## config.mk

```make
export PLATFORM = sky130hd
export DESIGN_NAME = bpsa_rmw
export DESIGN_NICKNAME = d
export VERILOG_FILES = /design/src/hw/rtl/bpsa_pkg.sv /design/src/hw/rtl/bpsa_rmw.sv
export SDC_FILE = /design/constraint.sdc
export NUM_CORES = 1
export LEC_CHECK = 0
export BUFFER_PORTS_ARGS = -buffer_cell sky130_fd_sc_hd__buf_4
export CORE_ASPECT_RATIO = 0.8
export CORE_MARGIN = 10
export CORE_UTILIZATION = 52
export DETAILED_ROUTE_END_ITERATION = 6
export PLACE_DENSITY = 0.95
export SKIP_CTS_REPAIR_TIMING = 1
export SLEW_MARGIN = 20
export SYNTH_ARGS = -nofsm -noshare
export SYNTH_HDL_FRONTEND = slang
export SYNTH_SLANG_ARGS = --single-unit
```

## constraint.sdc

```tcl
create_clock -name clk -period 5.6 [get_ports clk]
set_clock_uncertainty 0.2 [all_clocks]
set_input_delay 0.28 -clock clk [delete_from_list [all_inputs] [get_ports clk]]
set_output_delay 0.28 -clock clk [all_outputs]
set_load 0.01 [all_outputs]
```

## src/hw/rtl/bpsa_pkg.sv

```systemverilog
`default_nettype none

package bpsa_pkg;

    localparam int CH_W      = 8;
    localparam int POS_W     = 16;
    localparam int DIM_W     = 9;
    localparam int CFG_IDX_W = 2;
    localparam int KIND_W    = 2;

    localparam logic [CH_W-1:0] CH_MAX = 8'hff;

    // Item kinds.
    localparam logic [KIND_W-1:0] KIND_CLEAR = 2'd0;
    localparam logic [KIND_W-1:0] KIND_PLOT  = 2'd1;
    localparam logic [KIND_W-1:0] KIND_READ  = 2'd2;

    // Configuration register indexes.
    localparam logic [CFG_IDX_W-1:0] CFG_IMAGE_WIDTH  = 2'd0;
    localparam logic [CFG_IDX_W-1:0] CFG_IMAGE_HEIGHT = 2'd1;
    localparam logic [CFG_IDX_W-1:0] CFG_HAS_ALPHA    = 2'd2;

    typedef struct packed {
        logic [CH_W-1:0] red;
        logic [CH_W-1:0] green;
        logic [CH_W-1:0] blue;
    } pixel_t;

endpackage

`default_nettype wire

```

## src/hw/rtl/bpsa_rmw.sv

```systemverilog
`default_nettype none

module bpsa_rmw #(
    parameter int AW = 16
) (
    input  wire logic              clk,
    input  wire logic              rst_n,
    input  wire logic              valid,
    input  wire logic [AW-1:0]     addr,
    input  wire bpsa_pkg::pixel_t  share,
    input  wire bpsa_pkg::pixel_t  rd_data,
    output logic                   wr_en,
    output logic [AW-1:0]          wr_addr,
    output bpsa_pkg::pixel_t       wr_data
);

    logic             last_valid_reg;
    logic [AW-1:0]    last_addr_reg;
    bpsa_pkg::pixel_t last_data_reg;
    bpsa_pkg::pixel_t base;
    bpsa_pkg::pixel_t sum;

    function automatic logic [bpsa_pkg::CH_W-1:0] sat_add(
        input logic [bpsa_pkg::CH_W-1:0] a,
        input logic [bpsa_pkg::CH_W-1:0] b
    );
        logic [bpsa_pkg::CH_W:0] s;
        s = {1'b0, a} + {1'b0, b};
        return s[bpsa_pkg::CH_W] ? bpsa_pkg::CH_MAX : s[bpsa_pkg::CH_W-1:0];
    endfunction

    // The read for this entry was issued while the previous update was being
    // written, so a hit on that address takes the freshly written value.
    always_comb
    begin
        base = (last_valid_reg && (last_addr_reg == addr)) ? last_data_reg : rd_data;
        sum.red   = sat_add(base.red,   share.red);
        sum.green = sat_add(base.green, share.green);
        sum.blue  = sat_add(base.blue,  share.blue);
    end

    assign wr_en   = valid;
    assign wr_addr = addr;
    assign wr_data = sum;

    always_ff @(posedge clk or negedge rst_n)
    begin
        if (!rst_n)
        begin
            last_valid_reg <= 1'b0;
        end
        else
        begin
            last_valid_reg <= valid;
        end
    end

    always_ff @(posedge clk)
    begin
        last_addr_reg <= addr;
        last_data_reg <= sum;
    end

endmodule

`default_nettype wire

```

==> impl_metrics.env <==
export IMPL_firstDrtPassIters=4
export IMPL_syn_area_per_cell_um2=10.59
export IMPL_cts_buffers=5
export IMPL_grt_max_degree=17
export IMPL_critical_path_max_fanout=16
export IMPL_end_kind="primary output"
export IMPL_multi_input_area_um2=1511
export IMPL_fp_dieH_um=82.28
export IMPL_slowest_stage="dlygate4sd3_1"
export IMPL_antenna_found_initial=0
export IMPL_synth_simple_area_share=0.09876
export IMPL_p_leak_nw=1.745
export IMPL_die_width_um=97.85
export IMPL_worst_setup_path_type="input pin to primary output"
export IMPL_final_common_cell="buf_4"
export IMPL_path_cells="dlygate4sd3_1, buf_4, xnor2_1, nand4_1, nor3_2, nand4_4, mux2_4, ha_1, inv_1, fa_1, nor2b_1, o21ai_0, a21oi_1, o211ai_1, o211ai_1, buf_4"
export IMPL_crit_path_start_kind="input pin"
export IMPL_grt_pass1_vias=2286
export IMPL_p_int_mw=0.6088
export IMPL_synth_seq_cells=41
export IMPL_cp_data_required_time_ns=5.12
export IMPL_worst_skew_pair_late_latency_ns=0.31
export IMPL_grt_overflow=0
export IMPL_switching_share=0.2958
export IMPL_io_buffers=107
export IMPL_rows=22
export IMPL_drtAntennaViolNets=0
export IMPL_post_route_min_period_ns=4.927
export IMPL_synth_distinct_cells=29
export IMPL_slew_violations=0
export IMPL_ff_latch_area_um2=825.8
export IMPL_synth_mux_area_frac=0.1444
export IMPL_post_route_period_util=0.8799
export IMPL_clkTransAtPathRegs_ns=0.09
export IMPL_dieArea_um2=8051
export IMPL_synthToLayoutAreaGrowth_pct=41.09
export IMPL_slowest_delay_ns=0.57
export IMPL_vias_per_cell=5.289
export IMPL_drive_gt1_frac=0.4051
export IMPL_cp_arrival_ns=4.45
export IMPL_tightestPinTransition_ns=0.6305
export IMPL_groute_usage_overall=0.1639
export IMPL_synth_fa_ha_area_frac=0.1429
export IMPL_ys_seq_area_frac=0.3275
export IMPL_synthesis_nets=332
export IMPL_setup_tns_final_ns=0
export IMPL_netlist_area_um2=2521
export IMPL_wirelength_mm=7.468
export IMPL_htree_levels=2
export IMPL_cts_max_path_buffers=2
export IMPL_synth_xor_area_frac=0.1077
export IMPL_yosys_warnings=0
export IMPL_rr_worst_depth=13
export IMPL_setup_viol=0
export IMPL_grt_pass1_wl_mm=10.90
export IMPL_holdWs_ns=0.1010
export IMPL_hp_class="input pin to async pin"
export IMPL_final_cell_mix="buf_4 (108), dfxtp_1 (40), ha_1 (24)"
export IMPL_root_buffer="clkbuf_8"
export IMPL_peakVddDrop_mv=0.1369
export IMPL_drv_cap=0
export IMPL_p_sw_mw=0.2557
export IMPL_crit_path_start="addr[0]"
export IMPL_pwr_share_seq=0.392
export IMPL_synth_compound_area_frac=0.1057
export IMPL_drt_initial_drc_count=62
export IMPL_core_area_um2=4624
export IMPL_timing_fmax_ghz=0.2030
export IMPL_p_clk_frac=0.288
export IMPL_synth_top_family_by_area="multiplexers"
export IMPL_reg2reg_from="last_addr_reg[9]$_DFF_P_"
export IMPL_reg2reg_to="last_data_reg[9]$_DFF_P_"
export IMPL_syn_inst=238
export IMPL_dp_hpwl_mm=5.689
export IMPL_nFillCells=319
export IMPL_status="completed"
export IMPL_drc_errors=0
export IMPL_io_pin_count=108
export IMPL_hold_violations=0
export IMPL_wl_per_cell_um=18.00
export IMPL_max_slew_margin=0.5778
export IMPL_rsz0062_at_grt="false"
export IMPL_endpoint="wr_data[14]"
export IMPL_gp_congestion=0.8237
export IMPL_final_nets=446
export IMPL_initial_core_util=0.5452
export IMPL_powerDensity_nw_per_um2=243.0
export IMPL_cts_tree="built"
export IMPL_combPwrFrac=0.320
export IMPL_cts_sinks=41
export IMPL_via_count=2195
export IMPL_reg2reg_slack_ns=1.69
export IMPL_largest_reg_flops=24
-- cell type report --
type	count	share of cell area
well taps	60	0.02110
flip-flops and latches	41	0.2321
multi-input cells	169	0.4249
inverters	9	0.009497
repair buffers	126	0.2786
clock buffers	5	0.01935
clock inverters	3	0.01301
diodes	2	0.001407
-- cells in the mapped netlist --
library cell,number,area [µm²]
and3_1,3,18.77
dfrtp_1,1,25.02
mux2_4,17,255.2
xor2_1,16,140.1
buf_4,17,127.6
a21oi_1,12,60.06
dfxtp_1,40,800.8
inv_1,9,33.78
xnor2_1,15,131.4
o21ai_0,9,45.04
fa_1,3,60.06
nor3_1,3,15.01
buf_6,2,22.52
o21a_1,3,22.52
nand4_4,1,21.27
nand3_1,19,95.09
nand4_1,2,12.51
mux2i_1,3,30.03
nor4_2,1,12.51
nand2_1,6,22.52
nor2b_1,3,18.77
a21o_1,6,45.04
o211ai_1,6,45.04
a211oi_1,3,22.52
ha_1,24,300.3
a221oi_1,3,26.28
mux2_2,7,78.83
nor3_2,1,10.01
nand3b_1,3,22.52
-- worst min path at each step --
stage	to	cells after the start
after floorplan	last_valid_reg$_DFF_PN0_	0
after global placement	last_valid_reg$_DFF_PN0_	1
after detailed placement	last_valid_reg$_DFF_PN0_	1
after CTS	last_valid_reg$_DFF_PN0_	1
after global routing	last_valid_reg$_DFF_PN0_	2
final	last_valid_reg$_DFF_PN0_	2
-- power by group through the flow --
stage / sequential [mW] / combinational [mW] / clock (mW)
6_report: 0.339 / 0.276 / 0.249
5_1_grt: 0.343 / 0.302 / 0.265
4_1_cts: 0.339 / 0.266 / 0.253
3_5_place_dp: 0.346 / 0.264 / 0
3_3_place_gp: 0.344 / 0.255 / 0
2_1_floorplan: 0.343 / 0.149 / 0
-- critical path, delay by kind of cell --
| kind | cells | cell delay (ns) |
|---|---|---|
| xor gates and xnor gates | 1 | 0.16 |
| muxes | 1 | 0.43 |
| AOI/OAI and AO/OA | 4 | 1.15 |
| buffers and inverters | 4 | 1.02 |
| adders and majority gates | 2 | 0.46 |
| and+or+nand+nor | 4 | 0.94 |
-- metrics by stage --
stage               area [µm²]  instances  worst slack (ns)  total power [mW]    util
finish                    3557        415            0.6727            0.8645  0.7692
CTS                       3372        395             1.070            0.8592  0.7292
floorplan                 2521        238             2.197            0.4921       -
global placement          3257        387             1.439            0.5986  0.7043
global route              3552        413            0.4105            0.9095  0.7681
detailed placement        3257        387             1.323            0.6102  0.7043
-- routing by layer --
layer | vias up | part of all wire | track usage
met4 | 0 | 0.012 | 0.04783
met2 | 77 | 0.57 | 0.3230
met3 | 9 | 0.045 | 0.04398
met1 | 1044 | 0.37 | 0.1689
li1 | 1065 | - | -
met5 | - | 0 | 0
-- cells by family after synthesis --
logic type	Yosys count
XOR/XNOR	31
buffers and inverters	28
multiplexers	27
flip-flops	41
AND/OR/NAND/NOR	42
adder cells (fa/ha/maj)	27
AO/OA/AOI/OAI	42
Note: power is estimated with default switching activity, not from simulation.
